### src/hdl/rc_pkg.sv
// rc_pkg: shared types, codes and constants of the radix converter
// no dependencies; imported by rc_ctrl, rc_datapath and radix_converter_core

package rc_pkg;

	// field widths
	localparam int ValueW  = 31;
	localparam int RadixW  = 4;
	localparam int ResultW = 63;
	localparam int StatusW = 2;
	localparam int DigitW  = 4;

	// a 31-bit value has at most 31 digits in base 2
	localparam int MaxDigits = ValueW;
	localparam int CntW      = $clog2(MaxDigits + 1);

	// reciprocal estimate: q = (v * recip) >> RecipShift, then one correction
	localparam int RecipW     = 32;
	localparam int RecipShift = 32;
	localparam int ProdW      = ValueW + RecipW;

	localparam logic [RadixW-1:0]  RadixMin = 4'd2;
	localparam logic [RadixW-1:0]  RadixMax = 4'd10;
	localparam logic [RadixW-1:0]  RadixDec = 4'd10;
	localparam logic [ResultW-1:0] ResultMax = {ResultW{1'b1}};

	// action codes
	localparam logic MODE_TO_BASE   = 1'b0;
	localparam logic MODE_FROM_BASE = 1'b1;

	// status codes
	localparam logic [StatusW-1:0] ST_OK   = 2'd0;
	localparam logic [StatusW-1:0] ST_BASE = 2'd1;
	localparam logic [StatusW-1:0] ST_OVF  = 2'd2;

	// controller to datapath
	typedef struct packed {
		logic load;
		logic mul;
		logic fix;
		logic pack;
		logic finish;
	} rc_cmd_t;

	// datapath to controller
	typedef struct packed {
		logic v_zero;
		logic stk_empty;
		logic bad;
	} rc_stat_t;

	// floor(2^32 / b) for the valid bases
	function automatic logic [RecipW-1:0] rc_recip(input logic [RadixW-1:0] b);
		logic [RecipW-1:0] r;
		case (b)
			4'd2:    r = 32'h8000_0000;
			4'd3:    r = 32'h5555_5555;
			4'd4:    r = 32'h4000_0000;
			4'd5:    r = 32'h3333_3333;
			4'd6:    r = 32'h2AAA_AAAA;
			4'd7:    r = 32'h2492_4924;
			4'd8:    r = 32'h2000_0000;
			4'd9:    r = 32'h1C71_C71C;
			4'd10:   r = 32'h1999_9999;
			default: r = '0;
		endcase
		return r;
	endfunction

endpackage

### src/hdl/radix_converter_core.sv
// radix_converter_core: top level of the radix converter
// depends on rc_pkg, rc_ctrl and rc_datapath

// usage
//   slave stream: s_tuser carries the action, s_tdata the value and radix
//   master stream: m_tdata carries the result, m_tuser the status code
//   action 0 writes value in base radix, digits packed as decimal digits
//   action 1 reads the decimal digits of value as base-radix digits
//   radix outside 2..10 gives result 0, status 1; mode 0 overflow of the
//   packed digits saturates to 2^63-1 with status 2
// sequencing
//   one item at a time; s_tready is high only while idle, so the next item
//   is accepted only once the last has moved to the output register; each
//   digit (base-radix digits in mode 0, decimal digits in mode 1) takes a
//   reciprocal multiply step and a correction step, then the digits are
//   popped and packed one per packing step, then the result is finished;
//   a bad radix or zero value skips extraction and packing
// reset and stall
//   arst_n clears the controller, the digit count and the output valid
//   the result sits in an output register, so the next item is accepted
//   while it waits; a finished item waits in place while m_tready is low

module radix_converter_core
	import rc_pkg::*;
(
	input  logic        clk,
	input  logic        arst_n,
	input  logic        s_tvalid,
	output logic        s_tready,
	input  logic [39:0] s_tdata,   // value [30:0], radix [34:31], zero [39:35]
	input  logic        s_tuser,   // action [0]
	output logic        m_tvalid,
	input  logic        m_tready,
	output logic [63:0] m_tdata,   // result [62:0], zero [63]
	output logic [1:0]  m_tuser    // status [1:0]
);

	rc_cmd_t             cmd;
	rc_stat_t            stat;
	logic [ResultW-1:0]  result;
	logic [StatusW-1:0]  status;

	// sequencing and output handshake
	rc_ctrl u_ctrl (
		.clk      (clk),
		.arst_n   (arst_n),
		.s_tvalid (s_tvalid),
		.s_tready (s_tready),
		.m_tvalid (m_tvalid),
		.m_tready (m_tready),
		.stat     (stat),
		.cmd      (cmd)
	);

	// divider, digit stack, packer and result register
	rc_datapath u_dp (
		.clk    (clk),
		.arst_n (arst_n),
		.cmd    (cmd),
		.stat   (stat),
		.action (s_tuser),
		.value  (s_tdata[ValueW-1:0]),
		.radix  (s_tdata[ValueW +: RadixW]),
		.result (result),
		.status (status)
	);

	assign m_tdata = {1'b0, result};
	assign m_tuser = status;

endmodule

### src/hdl/rc_datapath.sv
// rc_datapath: digit extraction by reciprocal multiply, digit stack and packing
// accumulator, output payload register; depends on rc_pkg

module rc_datapath
	import rc_pkg::*;
(
	input  logic                clk,
	input  logic                arst_n,
	input  rc_cmd_t             cmd,
	output rc_stat_t            stat,
	input  logic                action,
	input  logic [ValueW-1:0]   value,
	input  logic [RadixW-1:0]   radix,
	output logic [ResultW-1:0]  result,
	output logic [StatusW-1:0]  status
);

	logic                mode_q;
	logic [RadixW-1:0]   radix_q;
	logic                bad_q;
	logic                ovf_q;
	logic [ValueW-1:0]   v_q;
	logic [ProdW-1:0]    prod_s1;
	logic [DigitW-1:0]   stk_q [MaxDigits];
	logic [CntW-1:0]     cnt_q;
	logic [ResultW-1:0]  acc_q;
	logic [ResultW-1:0]  result_q;
	logic [StatusW-1:0]  status_q;

	logic [RadixW-1:0]   divisor;
	logic [RecipW-1:0]   recip;
	logic [ValueW-1:0]   q_est;
	logic [ValueW+3:0]   qb;
	logic [ValueW+3:0]   rem;
	logic [4:0]          rem5;
	logic                fix_up;
	logic [DigitW-1:0]   digit;
	logic [DigitW-1:0]   top_d;
	logic [ResultW+3:0]  wide_dec;
	logic [38:0]         wide_rad;
	logic                radix_ok;

	// mode 0 divides by the base, mode 1 peels decimal digits
	assign divisor = (mode_q == MODE_FROM_BASE) ? RadixDec : radix_q;
	assign recip   = rc_recip(divisor);

	// estimate is at most one low: remainder lands below twice the divisor
	assign q_est  = prod_s1[RecipShift +: ValueW];
	assign qb     = (ValueW+4)'(q_est) * (ValueW+4)'(divisor);
	assign rem    = (ValueW+4)'(v_q) - qb;
	assign rem5   = rem[4:0];
	assign fix_up = (rem5 >= 5'(divisor));
	assign digit  = fix_up ? 4'(rem5 - 5'(divisor)) : rem5[3:0];

	// packing: most significant digit first
	assign top_d    = stk_q[0];
	assign wide_dec = ((ResultW+4)'(acc_q) << 3) + ((ResultW+4)'(acc_q) << 1)
	                + (ResultW+4)'(top_d);
	assign wide_rad = 39'(acc_q[34:0]) * 39'(radix_q) + 39'(top_d);

	assign radix_ok = radix inside {[RadixMin:RadixMax]};

	always_ff @(posedge clk or negedge arst_n) begin
		if (!arst_n) begin
			cnt_q <= '0;
		end else if (cmd.load) begin
			cnt_q <= '0;
		end else if (cmd.fix) begin
			cnt_q <= cnt_q + 1'b1;
		end else if (cmd.pack) begin
			cnt_q <= cnt_q - 1'b1;
		end
	end

	always_ff @(posedge clk) begin
		if (cmd.load) begin
			mode_q  <= action;
			radix_q <= radix;
			bad_q   <= !radix_ok;
			ovf_q   <= 1'b0;
			v_q     <= value;
			acc_q   <= '0;
		end
		if (cmd.mul) begin
			prod_s1 <= ProdW'(v_q) * ProdW'(recip);
		end
		if (cmd.fix) begin
			v_q      <= q_est + ValueW'(fix_up);
			stk_q[0] <= digit;
			for (int i = 1; i < MaxDigits; i++) begin
				stk_q[i] <= stk_q[i-1];
			end
		end
		if (cmd.pack) begin
			for (int i = 0; i < MaxDigits - 1; i++) begin
				stk_q[i] <= stk_q[i+1];
			end
			if (mode_q == MODE_TO_BASE) begin
				acc_q <= wide_dec[ResultW-1:0];
				if (wide_dec[ResultW+3:ResultW] != 4'd0) begin
					ovf_q <= 1'b1;
				end
			end else begin
				acc_q <= ResultW'(wide_rad);
			end
		end
		if (cmd.finish) begin
			if (bad_q) begin
				result_q <= '0;
				status_q <= ST_BASE;
			end else if (ovf_q) begin
				result_q <= ResultMax;
				status_q <= ST_OVF;
			end else begin
				result_q <= acc_q;
				status_q <= ST_OK;
			end
		end
	end

	assign stat.v_zero    = (v_q == '0);
	assign stat.stk_empty = (cnt_q == '0);
	assign stat.bad       = bad_q;

	assign result = result_q;
	assign status = status_q;

	// corrected digit is a proper digit of the divisor
	a_digit_range: assert property (@(posedge clk) disable iff (!arst_n)
		cmd.fix |-> (digit < divisor))
		else $error("extracted digit not below divisor");

	// stack never overfills
	a_push_room: assert property (@(posedge clk) disable iff (!arst_n)
		cmd.fix |-> (cnt_q < CntW'(MaxDigits)))
		else $error("digit stack overflow");

	// never pops an empty stack
	a_pop_full: assert property (@(posedge clk) disable iff (!arst_n)
		cmd.pack |-> (cnt_q != '0))
		else $error("digit stack underflow");

endmodule

### src/hdl/rc_ctrl.sv
// rc_ctrl: sequencing state machine and output valid flag
// depends on rc_pkg; drives rc_datapath through rc_cmd_t

module rc_ctrl
	import rc_pkg::*;
(
	input  logic     clk,
	input  logic     arst_n,
	input  logic     s_tvalid,
	output logic     s_tready,
	output logic     m_tvalid,
	input  logic     m_tready,
	input  rc_stat_t stat,
	output rc_cmd_t  cmd
);

	typedef enum logic [4:0] {
		S_IDLE = 5'b00001,
		S_MUL  = 5'b00010,
		S_FIX  = 5'b00100,
		S_PACK = 5'b01000,
		S_DONE = 5'b10000
	} rc_state_t;

	rc_state_t state_q, state_d;
	logic      out_valid_q;
	logic      out_free;

	assign out_free = !out_valid_q || m_tready;
	assign s_tready = (state_q == S_IDLE);

	always_comb begin
		state_d = state_q;
		cmd     = '0;
		case (state_q)
			S_IDLE: begin
				if (s_tvalid) begin
					cmd.load = 1'b1;
					state_d  = S_MUL;
				end
			end
			S_MUL: begin
				if (stat.bad || stat.v_zero) begin
					state_d = S_PACK;
				end else begin
					cmd.mul = 1'b1;
					state_d = S_FIX;
				end
			end
			S_FIX: begin
				cmd.fix = 1'b1;
				state_d = S_MUL;
			end
			S_PACK: begin
				if (stat.stk_empty) begin
					state_d = S_DONE;
				end else begin
					cmd.pack = 1'b1;
				end
			end
			S_DONE: begin
				if (out_free) begin
					cmd.finish = 1'b1;
					state_d    = S_IDLE;
				end
			end
			default: state_d = S_IDLE;
		endcase
	end

	always_ff @(posedge clk or negedge arst_n) begin
		if (!arst_n) begin
			state_q     <= S_IDLE;
			out_valid_q <= 1'b0;
		end else begin
			state_q <= state_d;
			if (cmd.finish) begin
				out_valid_q <= 1'b1;
			end else if (m_tready) begin
				out_valid_q <= 1'b0;
			end
		end
	end

	assign m_tvalid = out_valid_q;

	// output register is only overwritten once its item has left
	a_finish_free: assert property (@(posedge clk) disable iff (!arst_n)
		cmd.finish |-> (!out_valid_q || m_tready))
		else $error("result overwritten while pending");

	// an accepted item starts extraction next cycle
	a_accept_start: assert property (@(posedge clk) disable iff (!arst_n)
		(s_tvalid && s_tready) |=> (state_q == S_MUL))
		else $error("accepted item not started");

	// a result appears only after a finish command
	a_valid_source: assert property (@(posedge clk) disable iff (!arst_n)
		$rose(out_valid_q) |-> $past(cmd.finish))
		else $error("result valid without finish");

endmodule
### config.mk
export PLATFORM = sky130hd
export DESIGN_NAME = radix_converter_core
export DESIGN_NICKNAME = d
export VERILOG_FILES = /design/src/hdl/rc_pkg.sv /design/src/hdl/radix_converter_core.sv /design/src/hdl/rc_datapath.sv /design/src/hdl/rc_ctrl.sv
export SDC_FILE = /design/constraint.sdc
export NUM_CORES = 2
export LEC_CHECK = 0
export BUFFER_PORTS_ARGS = -buffer_cell sky130_fd_sc_hd__buf_2
export CORE_MARGIN = 3
export CORE_UTILIZATION = 65
export DETAILED_ROUTE_END_ITERATION = 6
export PLACE_DENSITY = 0.84
export SYNTH_ARGS = -nofsm -noshare
export SYNTH_HDL_FRONTEND = slang
export SYNTH_SLANG_ARGS = --single-unit
### constraint.sdc
create_clock -name clk -period 12.2 [get_ports clk]
set_input_delay 3.05 -clock clk [delete_from_list [all_inputs] [get_ports clk]]
set_output_delay 3.05 -clock clk [all_outputs]
set_load 0.01 [all_outputs]
==> qor.txt <==
Top FF cell, synth = edfxtp_1
area used by multi-input combinational logic = 32600 um2
Synthesis Warnings = 0
Worst-Margin Slew = 1240 ps
Post-synth top cells = nand2_1 (813), inv_1 (764), fa_1 (637)
drt total wl = 123000 um
Synth top area share = 27.8%
Min-Delay Path Depth = 0
initial cell density of the core = 66.3%
gr usage total = 34.0%
largest net degree at the start of global routing = 114
period utilization = 88.2%
Clock Latency Late Sink = 580 ps
worst hold path type = reg2reg
min Tclk post-route = 10760 ps
Resized cells post-CTS = 0
initial antenna violation count = 15
CP arrival = 11080 ps
vias per cell = 6.05
syn nets = 6070
ys async rst share = 3.31%
Num CTS Buffers = 38
Residual DRC = 1
Ports = 113
PortBufs = 106
fin. max-slew vios = 0
CTS tree = done
Crit Path Max Fanout = 13
global-route wire length before repair = 197000 um
Most common cell on crit path = fa_1
cts hold-fix bufs = 0
Setup Fix Bufs, Post-CTS = 0
synthesized flop and latch total = 332
crit end category = flip-flop
Detailed Routing Iterations Pass 1 = 7
Syn-to-layout area delta = 5.80%
sequential area share after synthesis = 21.6%
setup TNS = 0 ps
share of cells above drive strength 1 = 5.00%
Iter 0 DRT Violations = 3344
GPL Wtd Cong = 1.01
vias in the first global route = 37100
clk slew on worst S/H paths = 60 ps
clock sink count = 332
Crit Path Category = reg2reg
average size of a mapped cell = 9.45 um2
R2R cell count = 34
vias = 35400
status = finished with violations
global route total overflow = 0
Core Area = 69300 um2
Critical Path Start Type = flip-flop
die width = 272 um
Max transition margin = 17.5%
Worst Path Required = 12520 ps
Filler cells = 5013
mapped cell area = 45900 um2
final setup vio count = 0
Seq. cell area = 9910 um2
Root Driver = clkbuf_16
Post-Synthesis Cells = 4862
DR WL/cell = 21.1 um
Die Span Y = 272 um
post-detail-place hpwl = 95000 um
Synth cell types = 86
main area contributors after synthesis = fa_1 (28%), edfxtp_1 (21%), ha_1 (14%)
Post-synth EDFFs = 320
FP Rows = 96
CP max-delay cell = edfxtp_1
FMAX = 93.0 MHz
fin nets = 6079
H-tree levels = 2
peak per-stage delay on the critical path = 660 ps
Antenna Nets Post-Route = 0
Yosys top cell by area = fa_1
Setup Skew = 23.8 ps
maxcap violations = 0
leading cell type by number of instances after synthesis = nand2_1
final hold violations = 0
Die ar. = 73900 um2
RSZ-0062 raised after global routing = false
failing checks = DRC
CTS Buffer Depth = 3
## metal layers
layer	track usage [%]	vias to the layer above	share of wire [%]
met1	45.2	17300	38
met2	52.0	1978	44
li1	-	15600	-
met4	14.7	8	4.6
met3	10.5	449	13
met5	0	-	0.044
## sequential cells by signal, indices dropped and copies added, names as in the netlist, 2 cells and up
register	cells
u_dp.stk_q	124
u_dp.acc_q	63
u_dp.result	63
u_dp.prod_s1	31
u_dp.v_q	31
u_ctrl.state_q	5
u_dp.cnt_q	5
u_dp.radix_q	4
u_dp.status	2
## worst max-delay path: cells and delay by family (launching register included)
family          cells  cell delay [ps]
compound gates      6             1130
xor+xnor            1              130
fa+ha+maj          10             4680
buf+inv             7             1050
flops               1              660
simple gates       10             2790
## area by class of cell
| class | count | share of cell area, % |
|---|---|---|
| Clock inverter | 27 | 0.595 |
| Timing Repair Buffer | 146 | 1.71 |
| Inverter | 765 | 5.91 |
| Multi-Input combinational cell | 3588 | 67.0 |
| Clock buffer | 41 | 1.98 |
| Sequential cell | 332 | 20.4 |
| Antenna cell | 10 | 0.0515 |
| Tap cell | 931 | 2.40 |
## cells in the final DEF, fill, tap and decap left out, types with 6 or more instances in the layout
cell type	n
diode_2	10
a21oi_1	184
a211oi_1	19
xor2_1	102
o211ai_1	10
nor4_1	11
dfrtp_1	10
clkbuf_16	38
a41oi_1	7
nand2_1	811
edfxtp_1	320
nor2b_1	19
buf_4	40
o22ai_1	11
or3_1	8
a21o_1	125
and2_1	301
fa_1	637
xnor2_1	122
nand3_1	35
and4_1	9
and3_1	23
nor2_1	290
nor3_1	23
clkinv_1	8
inv_1	762
ha_1	526
o21ai_0	97
nand4_1	31
o21ai_1	10
nand2b_1	16
o21bai_1	23
o21a_1	17
a31oi_1	8
mux2i_1	10
buf_2	106
a31o_2	6
## cell families (layout without fill, tap and decap cells)
| family | count (synthesis) | count (layout) | share of synthesized area (%) |
|---|---|---|---|
| AOI/OAI and AO/OA | 581 | 581 | 8.21 |
| DFF | 332 | 332 | 21.6 |
| buffers and inverters | 942 | 979 | 7.71 |
| muxes | 12 | 12 | 0.267 |
| adders and majority gates | 1165 | 1165 | 42.1 |
| xor gates and xnor gates | 224 | 224 | 4.27 |
| other | 1 | 11 | 0.00816 |
| and+or+nand+nor | 1605 | 1605 | 15.9 |
## worst paths after layout
kind | from | to | slack (ps)
worst min register to register | u_dp.stk_q[3][20] | u_dp.stk_q[3][24] | 450
min in group asynchronous | arst_n | u_dp.cnt_q[3] | 2330
worst max-delay path | u_dp.mode_q | u_dp.prod_s1[57] | 1440
worst min-delay path | u_dp.stk_q[3][20] | u_dp.stk_q[3][24] | 450
worst max register to register | u_dp.mode_q | u_dp.prod_s1[57] | 1440
max in group asynchronous | arst_n | u_ctrl.state_q[0] | 9610
## through the flow
stage	cell area (um2)	cells	setup WS [ps]	hold slack, ps	utilization (%)
final	48600	5840	1440	449	70.1
after global routing	48600	5835	973	466	70.1
after CTS	48600	5830	1610	448	70.1
after detailed placement	47300	5762	1650	434	68.3
after global placement	47300	5762	1790	431	68.3
after floorplan	45900	4862	3010	426	-
Power is not shown: default switching activity piles up to over one toggle a cycle in this logic, so the estimate is an artifact.
